$ cat src/grsc_pkg.sv
// grsc_pkg: constants, shift and substitution tables, and shared types
// for the group reverse / shift / substitute cipher. No dependencies.
package grsc_pkg;

   localparam int GROUP_SIZE = 4;
   localparam int HELD_DEPTH = GROUP_SIZE - 1;
   localparam int ALPHA_LEN  = 26;
   localparam int CNT_W      = 2;   // held byte count, 0..HELD_DEPTH
   localparam int NUM_W      = 3;   // results in a group, 1..GROUP_SIZE
   localparam int POS_W      = 5;   // line position mod 26
   localparam int CHAR_W     = 8;
   localparam int CSR_ADDR_W = 3;
   localparam int CSR_DATA_W = 32;

   // register index (paddr[2]) of the mode register
   localparam logic CSR_IDX_DECRYPT_MODE = 1'b0;

   typedef logic [CHAR_W-1:0] char_type;
   typedef logic [POS_W-1:0]  pos_type;

   // group assembled by the gather stage, input order
   typedef struct packed {
      logic [GROUP_SIZE-1:0][CHAR_W-1:0] bytes;
      logic [NUM_W-1:0]                  count;
      logic                              full;
      logic                              line_end;
      pos_type                           base_pos;
   } group_type;

   // transformed group, output order
   typedef struct packed {
      logic [GROUP_SIZE-1:0][CHAR_W-1:0] bytes;
      logic [NUM_W-1:0]                  count;
      logic                              line_end;
   } out_group_type;

   // (5*pos + 2) mod 26
   function automatic pos_type shift_of(input pos_type pos);
      pos_type r;
      case (pos)
         5'd0:  r = 5'd2;
         5'd1:  r = 5'd7;
         5'd2:  r = 5'd12;
         5'd3:  r = 5'd17;
         5'd4:  r = 5'd22;
         5'd5:  r = 5'd1;
         5'd6:  r = 5'd6;
         5'd7:  r = 5'd11;
         5'd8:  r = 5'd16;
         5'd9:  r = 5'd21;
         5'd10: r = 5'd0;
         5'd11: r = 5'd5;
         5'd12: r = 5'd10;
         5'd13: r = 5'd15;
         5'd14: r = 5'd20;
         5'd15: r = 5'd25;
         5'd16: r = 5'd4;
         5'd17: r = 5'd9;
         5'd18: r = 5'd14;
         5'd19: r = 5'd19;
         5'd20: r = 5'd24;
         5'd21: r = 5'd3;
         5'd22: r = 5'd8;
         5'd23: r = 5'd13;
         5'd24: r = 5'd18;
         5'd25: r = 5'd23;
         default: r = 5'd0;
      endcase
      return r;
   endfunction

   // substitution alphabet, letter index in, letter index out
   function automatic pos_type subst_of(input pos_type idx);
      pos_type r;
      case (idx)
         5'd0:  r = 5'd23;  // x
         5'd1:  r = 5'd11;  // l
         5'd2:  r = 5'd17;  // r
         5'd3:  r = 5'd22;  // w
         5'd4:  r = 5'd16;  // q
         5'd5:  r = 5'd2;   // c
         5'd6:  r = 5'd9;   // j
         5'd7:  r = 5'd13;  // n
         5'd8:  r = 5'd12;  // m
         5'd9:  r = 5'd8;   // i
         5'd10: r = 5'd10;  // k
         5'd11: r = 5'd7;   // h
         5'd12: r = 5'd14;  // o
         5'd13: r = 5'd5;   // f
         5'd14: r = 5'd21;  // v
         5'd15: r = 5'd4;   // e
         5'd16: r = 5'd15;  // p
         5'd17: r = 5'd24;  // y
         5'd18: r = 5'd18;  // s
         5'd19: r = 5'd3;   // d
         5'd20: r = 5'd25;  // z
         5'd21: r = 5'd1;   // b
         5'd22: r = 5'd0;   // a
         5'd23: r = 5'd19;  // t
         5'd24: r = 5'd6;   // g
         5'd25: r = 5'd20;  // u
         default: r = 5'd0;
      endcase
      return r;
   endfunction

   // inverse alphabet
   function automatic pos_type inv_of(input pos_type idx);
      pos_type r;
      case (idx)
         5'd0:  r = 5'd22;
         5'd1:  r = 5'd21;
         5'd2:  r = 5'd5;
         5'd3:  r = 5'd19;
         5'd4:  r = 5'd15;
         5'd5:  r = 5'd13;
         5'd6:  r = 5'd24;
         5'd7:  r = 5'd11;
         5'd8:  r = 5'd9;
         5'd9:  r = 5'd6;
         5'd10: r = 5'd10;
         5'd11: r = 5'd1;
         5'd12: r = 5'd8;
         5'd13: r = 5'd7;
         5'd14: r = 5'd12;
         5'd15: r = 5'd16;
         5'd16: r = 5'd4;
         5'd17: r = 5'd2;
         5'd18: r = 5'd18;
         5'd19: r = 5'd23;
         5'd20: r = 5'd25;
         5'd21: r = 5'd14;
         5'd22: r = 5'd3;
         5'd23: r = 5'd0;
         5'd24: r = 5'd17;
         5'd25: r = 5'd20;
         default: r = 5'd0;
      endcase
      return r;
   endfunction

endpackage

$ cat src/grsc_gather.sv
// grsc_gather: holds raw bytes until a group completes or the line ends,
// tracks the line position of the group. Depends on grsc_pkg.
module grsc_gather (
   input  logic                clock,
   input  logic                reset,
   input  logic                accept,
   input  grsc_pkg::char_type  in_char,
   input  logic                in_last,
   output logic                emit,
   output grsc_pkg::group_type grp
);

   grsc_pkg::char_type                 held_ff [grsc_pkg::HELD_DEPTH];
   grsc_pkg::char_type                 held_in [grsc_pkg::HELD_DEPTH];
   logic [grsc_pkg::CNT_W-1:0]         cnt_ff, cnt_in;
   grsc_pkg::pos_type                  pos_ff, pos_in;
   logic [grsc_pkg::POS_W-1:0]         pos_step;

   assign emit = in_last || (cnt_ff == grsc_pkg::CNT_W'(grsc_pkg::HELD_DEPTH));

   always_comb begin
      for (int j = 0; j < grsc_pkg::HELD_DEPTH; j++) begin
         grp.bytes[j] = (grsc_pkg::CNT_W'(j) < cnt_ff) ? held_ff[j] : in_char;
      end
      grp.bytes[grsc_pkg::GROUP_SIZE-1] = in_char;
      grp.count    = grsc_pkg::NUM_W'(cnt_ff) + grsc_pkg::NUM_W'(1);
      grp.full     = (cnt_ff == grsc_pkg::CNT_W'(grsc_pkg::HELD_DEPTH));
      grp.line_end = in_last;
      grp.base_pos = pos_ff;
   end

   // next group starts GROUP_SIZE further on, mod 26
   always_comb begin
      pos_step = pos_ff + grsc_pkg::POS_W'(grsc_pkg::GROUP_SIZE);
      if (pos_step >= grsc_pkg::POS_W'(grsc_pkg::ALPHA_LEN)) begin
         pos_step = pos_step - grsc_pkg::POS_W'(grsc_pkg::ALPHA_LEN);
      end
   end

   always_comb begin
      cnt_in = cnt_ff;
      pos_in = pos_ff;
      for (int j = 0; j < grsc_pkg::HELD_DEPTH; j++) begin
         held_in[j] = held_ff[j];
         if (accept && !emit && cnt_ff == grsc_pkg::CNT_W'(j)) begin
            held_in[j] = in_char;
         end
      end
      if (accept) begin
         if (emit) begin
            cnt_in = '0;
            pos_in = in_last ? '0 : pos_step;
         end else begin
            cnt_in = cnt_ff + grsc_pkg::CNT_W'(1);
         end
      end
   end

   always_ff @(posedge clock) begin
      if (reset) begin
         cnt_ff <= '0;
         pos_ff <= '0;
         for (int j = 0; j < grsc_pkg::HELD_DEPTH; j++) begin
            held_ff[j] <= '0;
         end
      end else begin
         cnt_ff <= cnt_in;
         pos_ff <= pos_in;
         for (int j = 0; j < grsc_pkg::HELD_DEPTH; j++) begin
            held_ff[j] <= held_in[j];
         end
      end
   end

endmodule

$ cat src/grsc_lane.sv
// grsc_lane: transforms one byte, shift then substitute (encrypt) or
// inverse substitute then inverse shift (decrypt). Depends on grsc_pkg.
module grsc_lane (
   input  grsc_pkg::char_type in_char,
   input  grsc_pkg::pos_type  pos,
   input  logic               dec,
   output grsc_pkg::char_type out_char
);

   logic                              letter;
   grsc_pkg::pos_type                 idx;
   grsc_pkg::pos_type                 sh;
   grsc_pkg::pos_type                 res;
   logic [grsc_pkg::POS_W:0]          sum;

   // 'A'..'Z' and 'a'..'z' have bits [7:6] = 01 and [4:0] in 1..26
   assign letter = (in_char[7:6] == 2'b01) && (in_char[4:0] != 5'd0)
                   && (in_char[4:0] <= grsc_pkg::POS_W'(grsc_pkg::ALPHA_LEN));
   assign idx    = in_char[4:0] - 5'd1;
   assign sh     = grsc_pkg::shift_of(pos);

   always_comb begin
      if (!dec) begin
         sum = {1'b0, idx} + {1'b0, sh};
      end else begin
         sum = {1'b0, grsc_pkg::inv_of(idx)}
               + (grsc_pkg::POS_W+1)'(grsc_pkg::ALPHA_LEN) - {1'b0, sh};
      end
      // sum is below 52, one subtract brings it into 0..25
      if (sum >= (grsc_pkg::POS_W+1)'(grsc_pkg::ALPHA_LEN)) begin
         sum = sum - (grsc_pkg::POS_W+1)'(grsc_pkg::ALPHA_LEN);
      end
      res = dec ? sum[grsc_pkg::POS_W-1:0] : grsc_pkg::subst_of(sum[grsc_pkg::POS_W-1:0]);
   end

   // case bit [5] kept
   assign out_char = letter ? {in_char[7:5], res + 5'd1} : in_char;

endmodule

$ cat src/grsc_serializer.sv
// grsc_serializer: result register holding one transformed group and
// shifting it out one byte per response. Depends on grsc_pkg.
module grsc_serializer (
   input  logic                    clock,
   input  logic                    reset,
   input  logic                    load,
   input  grsc_pkg::out_group_type grp,
   output logic                    can_load,
   output logic                    out_valid,
   input  logic                    out_ready,
   output grsc_pkg::char_type      out_char,
   output logic                    out_line_end,
   output logic                    out_run_last
);

   logic [grsc_pkg::GROUP_SIZE-1:0][grsc_pkg::CHAR_W-1:0] bytes_ff, bytes_in;
   logic [grsc_pkg::NUM_W-1:0]                            rem_ff, rem_in;
   logic                                                  le_ff, le_in;
   logic                                                  last_one;
   logic                                                  pop;

   assign last_one     = (rem_ff == grsc_pkg::NUM_W'(1));
   assign out_valid    = (rem_ff != '0);
   assign pop          = out_valid && out_ready;
   assign can_load     = (rem_ff == '0) || (out_ready && last_one);
   assign out_char     = bytes_ff[0];
   assign out_run_last = last_one;
   assign out_line_end = le_ff && last_one;

   always_comb begin
      bytes_in = bytes_ff;
      rem_in   = rem_ff;
      le_in    = le_ff;
      if (load) begin
         bytes_in = grp.bytes;
         rem_in   = grp.count;
         le_in    = grp.line_end;
      end else if (pop) begin
         bytes_in = {grsc_pkg::CHAR_W'(0),
                     bytes_ff[grsc_pkg::GROUP_SIZE-1:1]};
         rem_in   = rem_ff - grsc_pkg::NUM_W'(1);
      end
   end

   always_ff @(posedge clock) begin
      if (reset) begin
         rem_ff <= '0;
      end else begin
         rem_ff <= rem_in;
      end
   end

   always_ff @(posedge clock) begin
      bytes_ff <= bytes_in;
      le_ff    <= le_in;
   end

endmodule

$ cat src/group_reverse_shift_substitute_cipher.sv
// Top level of the group reverse / shift / substitute byte cipher.
// Depends on grsc_pkg, grsc_gather, grsc_lane, grsc_serializer.
//
//  port group | direction | contents
//  req_*      | in        | tdata[7:0] in_char, tlast line_end
//  rsp_*      | out       | tdata[7:0] out_char, tuser[0] out_line_end, tlast run_last
//  csr_*      | in/out    | APB, register 0 (addr 0x0): bit 0 decrypt_mode
//
// A request that only fills the group buffer is taken every cycle. A request
// that completes a group or ends the line is taken when the result register is
// empty or its last response leaves in the same cycle; its group is transformed
// in that cycle and the first response shows in the next cycle. Responses leave
// one per cycle, so the rate is one request per cycle whenever the response
// side keeps up (a short line end group can wait for the previous group to
// drain). Reset clears held count, line position and mode, and empties the
// result register. A response stall holds the result register and, once
// its group is pending, the next request that completes a group.
module group_reverse_shift_substitute_cipher (
   input  logic                                clock,
   input  logic                                reset,
   // requests
   input  logic                                req_tvalid,
   output logic                                req_tready,
   input  logic [7:0]                          req_tdata,   // [7:0] in_char
   input  logic                                req_tlast,   // line_end
   // responses
   output logic                                rsp_tvalid,
   input  logic                                rsp_tready,
   output logic [7:0]                          rsp_tdata,   // [7:0] out_char
   output logic [0:0]                          rsp_tuser,   // [0] out_line_end
   output logic                                rsp_tlast,   // run_last
   // configuration
   input  logic                                csr_psel,
   input  logic                                csr_penable,
   input  logic                                csr_pwrite,
   input  logic [grsc_pkg::CSR_ADDR_W-1:0]     csr_paddr,
   input  logic [grsc_pkg::CSR_DATA_W-1:0]     csr_pwdata,
   output logic [grsc_pkg::CSR_DATA_W-1:0]     csr_prdata,
   output logic                                csr_pready
);

   logic                     accept;
   logic                     emit;
   logic                     can_load;
   logic                     load;
   logic                     dec_ff, dec_in;
   logic                     csr_wr;
   grsc_pkg::group_type      grp;
   grsc_pkg::out_group_type  ogrp;
   grsc_pkg::char_type       lane_out [grsc_pkg::GROUP_SIZE];

   // ---------------- configuration ----------------
   assign csr_pready = 1'b1;
   assign csr_wr     = csr_psel && csr_penable && csr_pwrite && csr_pready
                       && (csr_paddr[2] == grsc_pkg::CSR_IDX_DECRYPT_MODE);
   assign dec_in     = csr_wr ? csr_pwdata[0] : dec_ff;
   assign csr_prdata = (csr_paddr[2] == grsc_pkg::CSR_IDX_DECRYPT_MODE)
                       ? {(grsc_pkg::CSR_DATA_W-1)'(0), dec_ff} : '0;

   always_ff @(posedge clock) begin
      if (reset) begin
         dec_ff <= 1'b0;
      end else begin
         dec_ff <= dec_in;
      end
   end

   // ---------------- request side ----------------
   // only a group-completing request needs room in the result register
   assign req_tready = !emit || can_load;
   assign accept     = req_tvalid && req_tready;
   assign load       = accept && emit;

   grsc_gather u_gather (
      .clock   (clock),
      .reset   (reset),
      .accept  (accept),
      .in_char (req_tdata),
      .in_last (req_tlast),
      .emit    (emit),
      .grp     (grp)
   );

   // ---------------- transform lanes ----------------
   // lane j works on input byte j. Encrypt uses the output slot position
   // (reversed for a full group), decrypt the received position j.
   for (genvar j = 0; j < grsc_pkg::GROUP_SIZE; j++) begin : g_lane
      logic [1:0]        offs;
      grsc_pkg::pos_type psum;

      always_comb begin
         if (!dec_ff && grp.full) begin
            offs = 2'(grsc_pkg::GROUP_SIZE - 1 - j);
         end else begin
            offs = 2'(j);
         end
         psum = grp.base_pos + grsc_pkg::POS_W'(offs);
         if (psum >= grsc_pkg::POS_W'(grsc_pkg::ALPHA_LEN)) begin
            psum = psum - grsc_pkg::POS_W'(grsc_pkg::ALPHA_LEN);
         end
      end

      grsc_lane u_lane (
         .in_char  (grp.bytes[j]),
         .pos      (psum),
         .dec      (dec_ff),
         .out_char (lane_out[j])
      );
   end

   // full groups leave reversed, partial line-end groups in order
   always_comb begin
      for (int k = 0; k < grsc_pkg::GROUP_SIZE; k++) begin
         ogrp.bytes[k] = grp.full ? lane_out[grsc_pkg::GROUP_SIZE-1-k] : lane_out[k];
      end
      ogrp.count    = grp.count;
      ogrp.line_end = grp.line_end;
   end

   // ---------------- response side ----------------
   grsc_serializer u_ser (
      .clock        (clock),
      .reset        (reset),
      .load         (load),
      .grp          (ogrp),
      .can_load     (can_load),
      .out_valid    (rsp_tvalid),
      .out_ready    (rsp_tready),
      .out_char     (rsp_tdata),
      .out_line_end (rsp_tuser[0]),
      .out_run_last (rsp_tlast)
   );

endmodule

$ cat config.mk
export PLATFORM = sky130hd
export DESIGN_NAME = group_reverse_shift_substitute_cipher
export DESIGN_NICKNAME = d
export VERILOG_FILES = /design/src/grsc_pkg.sv /design/src/grsc_gather.sv /design/src/grsc_lane.sv /design/src/grsc_serializer.sv /design/src/group_reverse_shift_substitute_cipher.sv
export SDC_FILE = /design/constraint.sdc
export NUM_CORES = 1
export LEC_CHECK = 0
export ABC_AREA = 1
export BUFFER_PORTS_ARGS = -buffer_cell sky130_fd_sc_hd__buf_2
export CAP_MARGIN = 20
export CELL_PAD_IN_SITES_DETAIL_PLACEMENT = 1
export CELL_PAD_IN_SITES_GLOBAL_PLACEMENT = 2
export CORE_ASPECT_RATIO = 0.8
export CORE_MARGIN = 3
export CORE_UTILIZATION = 37
export CTS_BUF_LIST = sky130_fd_sc_hd__clkbuf_8 sky130_fd_sc_hd__clkbuf_16
export DETAILED_ROUTE_END_ITERATION = 8
export GPL_ROUTABILITY_DRIVEN = 0
export PLACE_DENSITY_LB_ADDON = 0.2
export SLEW_MARGIN = 5
export SYNTH_ARGS = -nofsm -noshare
export SYNTH_HDL_FRONTEND = slang
export SYNTH_HIERARCHICAL = 1
export SYNTH_SLANG_ARGS = --single-unit
$ cat constraint.sdc
create_clock -name clock -period 11.1 [get_ports clock]
set_input_delay 2.22 -clock clock [delete_from_list [all_inputs] [get_ports clock]]
set_output_delay 2.22 -clock clock [all_outputs]
set_load 0.01 [all_outputs]
======== Word level (Yosys, flattened, before mapping) ========
Memory sizes are Yosys's and may differ from the RTL's.
Index checks and enable logic that the tools add are counted.
word-level totals
  flip-flop bits (word level) ............. 44
  memory bits (writable) .................. 24
  memory bits (read-only) ................. 1,920
  input port bits ......................... 51
  output and inout bits ................... 45
  logic and storage cells ................. 174
  memories kept ........................... 13
operators by class
  $add $sub $neg .......................... 37
  $lt $le $gt $ge ......................... 16
  eq/ne operators ......................... 8
  mux-type cells .......................... 52
  bitwise gates (word level) .............. 4
  reductions and logical operators ........ 35
memories
  name             words  width  read ports  clocked after memory_dff  wr ports  RTL line         text
  (no name shown)  32     5      1           0                         0         grsc_pkg.sv:110  case (idx)
  (no name shown)  32     5      1           0                         0         grsc_pkg.sv:75   case (idx)
  (no name shown)  32     5      1           0                         0         grsc_pkg.sv:40   case (pos)
  (no name shown)  32     5      1           0                         0         grsc_pkg.sv:110
  (no name shown)  32     5      1           0                         0         grsc_pkg.sv:75
  (no name shown)  32     5      1           0                         0         grsc_pkg.sv:40
  +7 memories      --     --     --          --                        --        --
operator list
  operator                                                               number
  5-bit two-way mux                                                      22
  8-bit two-way mux                                                      13
  32-bit two-way mux                                                     2
  5-bit subtractor, second input constant                                9
  5-bit >= comparator, second input constant                             5
  5-bit by 5-bit adder with 6-bit output                                 4
  5-bit by 5-bit adder with 6-bit output, second input constant          4
  6-bit by 5-bit >= comparator with 1-bit output, second input constant  4
  6-bit two-way mux                                                      4
  6-bit by 5-bit subtractor with 6-bit output                            4
  1-bit logical AND                                                      21
  5-bit by 1-bit adder with 5-bit output, second input constant          4
  5-bit by 2-bit adder with 5-bit output                                 4
  5-bit <= comparator, second input constant                             4
  5-bit nonzero test                                                     4
  5-bit by 1-bit subtractor with 5-bit output, second input constant     4
  2-bit by 1-bit equality test with 1-bit output, second input constant  5
  2-bit two-way mux                                                      5
  3-bit two-way mux                                                      2
  5-bit by 3-bit adder with 5-bit output, second input constant          1
  2-bit equality test, second input constant                             2
  1-bit by 2-bit < comparator with 1-bit output, first input constant    2
  1-bit two-way mux                                                      4
  2-bit by 1-bit adder with 3-bit output, second input constant          1
  other kinds (13)                                                       18

======== Longest topological paths before layout ========
Gate-level depths: netlist of the first run.
An unclocked memory read counts as a cell.
  depth after elaboration ................. 17
  gate-level depth with buffers ........... 56
  gate-level depth less buffers ........... 55

======== Modules after synthesis ========
Netlist of the first run, hierarchy kept.
modules (own cells, without submodules)
  module                                 instances  cells an instance  area an instance (µm²)  sequential area each (µm²)
  grsc_lane (g_lane[1].u_lane)           1          334                1,990.7                 0.0
  grsc_lane (g_lane[2].u_lane)           1          345                1,989.4                 0.0
  grsc_lane (g_lane[3].u_lane)           1          345                1,980.6                 0.0
  grsc_lane (g_lane[0].u_lane)           1          339                1,973.1                 0.0
  grsc_gather                            1          245                1,711.6                 600.6
  grsc_serializer                        1          178                1,672.9                 1,051.0
  group_reverse_shift_substitute_cipher  1          272                1,517.7                 20.0

======== Least setup slack after synthesis of the first run ========
No wires, ideal clock.
  path type ............................... input to register
  start ................................... input port req_tdata[0]
  end ..................................... register u_ser/bytes_ff[12] (netlist name) (data pin)
  setup time .............................. 0.252 ns
  data arrival time ....................... 7.329 ns
  required time ........................... 10.848 ns
  setup slack ............................. 3.518 ns
  stages on the path ...................... 40
  buffers on the path ..................... 0
  cells stage by stage .................... inv_1 o21ai_0 inv_2 ha_1 nand2_1 inv_1 nor2_4 inv_2 a21oi_1 o21ai_0 nand2_1 o21ai_0 ha_1 inv_1 ha_1 fa_1 nand2_1 nand2_1 [4 not listed] nand2_1 nand2_1 ha_1 nand3_1 nand3_1 a21oi_1 nand2_1 inv_2 ha_1 inv_1 nor2_2 nand3_1 nand3_1 nand2_1 nand2_1 o21ai_0 nand2_1 nand2_1
RTL lines
  element                 RTL line                                     text
  start: declaration      group_reverse_shift_substitute_cipher.sv:24  input logic [7:0] req_tdata,
  end signal: assignment  grsc_serializer.sv:54                        bytes_ff <= bytes_in;
  end: declaration        grsc_serializer.sv:16                        logic [grsc_pkg::GROUP_SIZE-1:0][grsc_pkg::CHAR_W-1:0] bytes_ff, bytes_in;

==> impl_results.md, run 1 <==
- Setup CP Type: reg -> reg
- NumNets Final: ~2,300
- Share of the synthesized area in the top cell type: 0.1734
- Sink Count: 67
- Clock buffer depth: 2
- Resize count post-CTS: 0
- Mux cell area share after synthesis: 0
- Post-synthesis adder-cell area fraction: 0.1784
- CP max FO: 33
- Post-synthesis compound-gate area fraction: 0.1484
- Num ports: 96
- Crit-path max cell delay: around 700 ps
- Worst VDD drop: between 0.09 and 0.1 mV
- Core ar.: 33,930 µm²
- Most used cell, CP: nand2_1
- Residual DRC: 0
- P per Cell Area: between 100 and 150 nW/µm²
- Async S/R FF share, synth: 0
- Tmin final: around 9400 ps
- WL final: 36,090 µm
- Row count: 60
- Vias in the first global route: approximately 12,000
- Slew margin rel.: 0.2679
- TritonCTS clock tree: yes
- Cts hold-fix bufs: 0
- Wirelength per Cell: roughly 14 µm
- Sequential fraction of the synthesis area: 0.1302
- Crit. End Element: flip-flop
- Layout cells sized above 1: 0.1099
- Setup WS pre-CTS: between 1500 and 2000 ps
- Final setup margin: about 1700 ps
- Crit path launch type: flip-flop
- Die area: 36,980 µm²
- Total GRT Usage: 0.1920
- Grt ovf: 0
- Area growth from synthesis to layout: 3.148%
- Final setup viols: 0
- Slowest stage cell on the critical path: dfxtp_1
- CTS Buf Count: 9
- Fin area: between 10,000 and 15,000 µm²
- Pleak: 6.890 nW
- Initial DRC Count: roughly 640
- Fill cell count: 4,575
- Unrepaired setup endpoints after global routing: no
- Slew Viols, Final: 0
- Max Clk Rate: around 110 MHz
- Hpwl dp: 28,990 µm
- Hold violation count in the final report: 0
- Actual slew at the worst max-slew pin: ~1100 ps
- Via Count: 12,450
- Syn Area/Cell: about 6.2 µm²
- Largest family of logic cells by synthesized area: simple AND/OR/NAND/NOR gates
- Setup TNS: 0 ps
- Final ANT Viol Nets: 0
- Leading area contributor after synthesis: nand2_1
- H-tree levels: 3
- Synth Area in XOR/XNOR: 0.01628
- Port buffer count: 30
- Post-synth EDFFs: 33
- CTS root buf: clkbuf_16
- Worst EP arrival: 9550 ps
- Post-CTS Repair Setup Buffers: 0
- Width of the die: 214.2 µm
- Clock transition at path regs: around 60 ps
- # diodes: 0
- Tcrit/Tclk final: 0.8440
- Synth unique cells: 58
- First-pass GRT wire length: a little over 60,000 µm
- Seq cells post-synth: 67
- Die H: about 170 µm
- Simple-gate portion of the synthesized area: 0.3721
- Hold Path Class: reg -> reg
- Mapped Cells: around 2,000
- Clock Skew: roughly 7 ps
- Initial Util: 0.3783
- Initial antenna violation count: 0
- Ys flop type: dfxtp_1
- Pre-antenna DRT Iters: 5
- Worst-Skew Late Latency: between 300 and 400 ps
- Most numerous cell in the Yosys netlist: nand2_1
- Area after DPL: 12,940 µm²
- WP data required: 11,280 ps
- Commonest cells post-synth: nand2_1 (593), inv_1 (287), nand3_1 (201), ha_1 (167), o21ai_0 (147)
- Largest net degree at the start of global routing: 56
- Via density per instance: around 5
- Outcome: finished clean
- Post-Syn Area: about 13,000 µm²
- Top area cells in the synthesized netlist: nand2_1 (17%), ha_1 (16%), inv_1 (8.4%)
- Max-Cap Viols: 0
- Synth warn: 6
-- cell usage in the layout, fill, tap and decap left out, types with 11 or more instances in the layout --
master    synthesis  routed
nand2_1         593     593
inv_1           287     287
nand3_1         201     201
ha_1            167     166
o21ai_0         147     147
nor2_1           87      87
a21oi_1          83      83
nand2_2          60      60
conb_1            3      33
dfxtp_1          34      33
edfxtp_1         33      33
buf_2             7      31
o21ai_1          24      24
o211ai_1         23      23
inv_2            22      22
nand3_2          21      21
nand2_4          16      16
nor2_2           13      13
xor2_1           12      12
a31oi_1          11      11
-- path summary, 6_finish.rpt --
path	start	end	slack, ps	cells after the start
worst max register to register	u_gather/cnt_ff[1]	u_ser/out_char[2]	1730	46
worst min-delay path	u_gather/held_ff[0][6]	u_gather/held_ff[0][6]	450	2
worst min register to register	u_gather/held_ff[0][6]	u_gather/held_ff[0][6]	450	2
worst max-delay path	u_gather/cnt_ff[1]	u_ser/out_char[2]	1730	46
-- final cells by class --
type,instances,area [µm²],share of cell area
Multi-Input combinational cell,1595,9305,0.7028
Sequential cell,67,1673,0.1263
Timing Repair Buffer,37,197.7,0.01493
Tap cell,465,581.8,0.04394
Clock inverter,7,68.82,0.005198
Clock buffer,9,225.2,0.01701
Inverter,315,1189,0.08978
-- routing by layer --
layer,wire (µm),part of all wire,track usage,vias to the layer above
met2,16640,0.46,0.3302,73
met3,507,0.014,0.01318,8
met5,0,0,0,-
met4,180,0.0050,0.02189,0
li1,-,-,-,6463
met1,18760,0.52,0.2727,5906
-- state kept, by name, indices dropped and copies added (netlist names) --
signal	flops
dec_ff	1
u_gather/cnt_ff	2
u_gather/held_ff	24
u_gather/pos_ff	4
u_ser/bytes_ff	24
u_ser/le_ff	1
u_ser/out_char	8
u_ser/rem_ff	3
-- critical path, delay by kind of cell (launching register included) --
family | cells | cell delay, ps
AND/OR/NAND/NOR | 19 | 1970
XOR/XNOR | 1 | 90
buffers and inverters | 9 | 1590
AO/OA/AOI/OAI | 9 | 2180
flip-flops | 1 | 710
adder cells (fa/ha/maj) | 8 | 2620
-- power by group --
group          total [mW]  switching (mW)  leakage, nW  internal (mW)
sequential          0.324          0.0120        0.601          0.312
clock               0.282           0.109        0.143          0.173
combinational        1.35           0.906         6.15          0.445
total                1.96            1.03         6.89          0.930
-- cells by family after synthesis --
family	Yosys count
xor gates and xnor gates	20
adders and majority gates	177
and+or+nand+nor	1034
DFF	67
other	3
buffers and inverters	426
AOI/OAI and AO/OA	331
-- through the flow --
step	hold slack, ps	power (mW)	std cells	utilization
detailed placement	439.8	1.684	2477	0.3812
global placement	433.6	1.650	2477	0.3812
global route	464.5	2.189	2495	0.3902
finish	448.1	1.957	2495	0.3902
floorplan	424.2	1.413	2088	-
CTS	448.4	1.974	2493	0.3899
(Power assumes the default switching activity.)
==> run 2, diff against run 1 <==
--- a/config.mk
+++ b/config.mk
@@ -12,7 +12,7 @@
 export CELL_PAD_IN_SITES_GLOBAL_PLACEMENT = 2
 export CORE_ASPECT_RATIO = 0.8
 export CORE_MARGIN = 3
-export CORE_UTILIZATION = 37
+export CORE_UTILIZATION = 31
 export CTS_BUF_LIST = sky130_fd_sc_hd__clkbuf_8 sky130_fd_sc_hd__clkbuf_16
 export DETAILED_ROUTE_END_ITERATION = 8
 export GPL_ROUTABILITY_DRIVEN = 0
==> constraint.sdc (replaced) <==
create_clock -name clock -period 7.51 [get_ports clock]
set_input_delay 1.502 -clock clock [delete_from_list [all_inputs] [get_ports clock]]
set_output_delay 1.502 -clock clock [all_outputs]
set_load 0.01 [all_outputs]
==> impl_results.md, run 2 (synthesis results as in run 1) <==
- Outcome: finished clean
- WHS: 451.0 ps (+2.934 ps)
- Worst EP arrival: 7070 ps (-2480 ps)
- Core ar.: 40,790 µm² (+20%)
- Initial DRC Count: 505 (-21%)
- Multi-input logic area: 9400 µm² (+1.0%)
- CP max FO: 10 (-70%)
- Sink Count: 67 (unchanged)
- Row count: 66 (+10%)
- Die area: 43,900 µm² (+19%)
- Initial Util: 0.3147 (-0.06363)
- Slew Viols, Final: 0 (unchanged)
- # diodes: 0 (unchanged)
- Actual slew at the worst max-slew pin: 934.2 ps (-152.4 ps)
- Total GRT Usage: 0.1748 (-0.01728)
- Slowest stage cell on the critical path: fa_1
- Tot Pwr: 3.012 mW (+54%)
- Worst-Skew Late Latency: 340 ps (about the same)
- Vias in the first global route: 12,680 (+1.4%)
- Largest net degree at the start of global routing: 55 (-1.8%)
- Wirelength per Cell: 14.52 µm (+0.36%)
- Pre-antenna DRT Iters: 4 (-1)
- Hold Path Class: reg -> reg
- H-tree levels: 3 (unchanged)
- Area growth from synthesis to layout: 8.597%
- Fill cell count: 5,384 (+18%)
- Final ANT Viol Nets: 0 (unchanged)
- Most used cell, CP: nand2_1
- Via Count: 12,650 (+1.6%)
- WP data required: 7600 ps (-3680 ps)
- Num ports: 96 (unchanged)
- Final setup margin: 533.6 ps (-1197 ps)
- Worst VDD drop: 0.1102 mV (+21%)
- Slew margin rel.: 0.3706 (+0.1027)
- Post-Layout Cell Count: 2,636 (+5.7%)
- Area after DPL: 13,370 µm² (+3.4%)
- Register area: 1674 µm² (about the same)
- WL final: 38,270 µm (+6.0%)
- Crit-path max cell delay: 400 ps (-310 ps)
- Initial antenna violation count: 1 (+1)
- Layout cells sized above 1: 0.1496 (+0.03977)
- Die H: 188.0 µm (+8.9%)
- Commonest non-fill, non-tap cells in the layout: nand2_1 (585), inv_1 (279), nand3_1 (201), ha_1 (163), o21ai_0 (144)
- Clock buffer depth: 2 (unchanged)
- NumNets Final: 2,315 (+2.8%)
- Hpwl dp: 30,940 µm (+6.7%)
- Hold_sp: u_gather/held_ff[0][2]
- Grt ovf: 0 (unchanged)
- # placed instances: 2,601 (+5.0%)
- Tmin final: between 6000 and 7000 ps
- Port buffer count: 30 (unchanged)
- Final setup viols: 0 (unchanged)
- Critical path startpoint: req_tdata[0]
- Setup CP Type: in -> reg
- Clock transition at path regs: 60 ps (about the same)
- Clock Skew: 8.375 ps (+1.278 ps)
- R2r startpoint: u_gather/cnt_ff[0]
- Most common cell after layout, fill and taps aside: nand2_1
- TritonCTS clock tree: yes
- Residual DRC: 0 (unchanged)
- Crit path launch type: input port
- Tcrit/Tclk final: 0.9289
- Crit. End Element: flip-flop
- Max-Cap Viols: 0 (unchanged)
- Setup WS pre-CTS: -28.89 ps (-1735 ps)
- CTS Buf Count: 9 (unchanged)
- CTS root buf: clkbuf_16
- Max Clk Rate: 143.3 MHz
- Hold violation count in the final report: 0 (unchanged)
- Cts hold-fix bufs: 0 (unchanged)
- Width of the die: 233.5 µm (+9.0%)
- P per Cell Area: 216.0 nW/µm² (+46%)
- Pleak: 7.206 nW (+4.6%)
- Via density per instance: 4.800 (-3.8%)
- First-pass GRT wire length: 64,490 µm (+5.2%)
- Fin area: 13,940 µm² (+5.3%)
## run 2: changes by cell type in the layout (fill, tap and decap cells not counted), moves of 3 or more
cell / previous run / this run
ha_1: 166 / 163
nand2_2: 60 / 66
nand2_1: 593 / 585
inv_1: 287 / 279
o21ai_0: 147 / 144
buf_4: 5 / 67
inv_2: 22 / 30
## run 2: critical path, delay by kind of cell
family,cells,cell delay (ps)
simple gates,18,1720
fa+ha+maj,6,1410
buf+inv,11,1220
compound gates,7,1080
xor+xnor,1,130
## run 2: what timing repair did
item                                   4_1_cts  5_1_grt
setup endpoints to repair                    3       20
endpoints found under the hold margin        0        0
pin swaps                                    1       14
setup buffers                                2       16
gates resized for setup                      3       35
## run 2: through the flow
stage | setup TNS, ps | util
2_1_floorplan | 0 | -
3_3_place_gp | 0 | 0.3278
3_5_place_dp | -38.91 | 0.3278
4_1_cts | 0 | 0.3365
5_1_grt | -10.86 | 0.3417
6_report | 0 | 0.3417
## run 2: final cells by class
class                           count  share of cell area
Clock buffer                       12             0.01993
Clock inverter                      4            0.003321
Inverter                          315             0.08545
Multi-Input combinational cell   1595              0.6744
Sequential cell                    67              0.1201
Tap cell                          544             0.04883
Timing Repair Buffer               99             0.04802
## run 2: final timing paths
check / endpoint / slack, ps / cells past startpoint
min reg2reg: u_gather/held_ff[0][2] / 450 / 2
max reg2reg: u_ser/bytes_ff[12] / 580 / 45
max: u_ser/bytes_ff[12] / 530 / 43
min: u_gather/held_ff[0][2] / 450 / 2
## run 2: layer usage
metal | track usage | share of wire | vias up
met5 | 0 | 0.00024 | -
li1 | - | - | 6582
met2 | 0.2907 | 0.45 | 62
met4 | 0.01671 | 0.0051 | 2
met3 | 0.01580 | 0.011 | 17
met1 | 0.2536 | 0.53 | 5989
## run 2: report_power, final
part / total [mW] / switching (mW) / internal, mW
registers: 0.480 / 0.0189 / 0.461
clock network: 0.454 / 0.161 / 0.293
logic: 2.08 / 1.37 / 0.703
total: 3.01 / 1.55 / 1.46
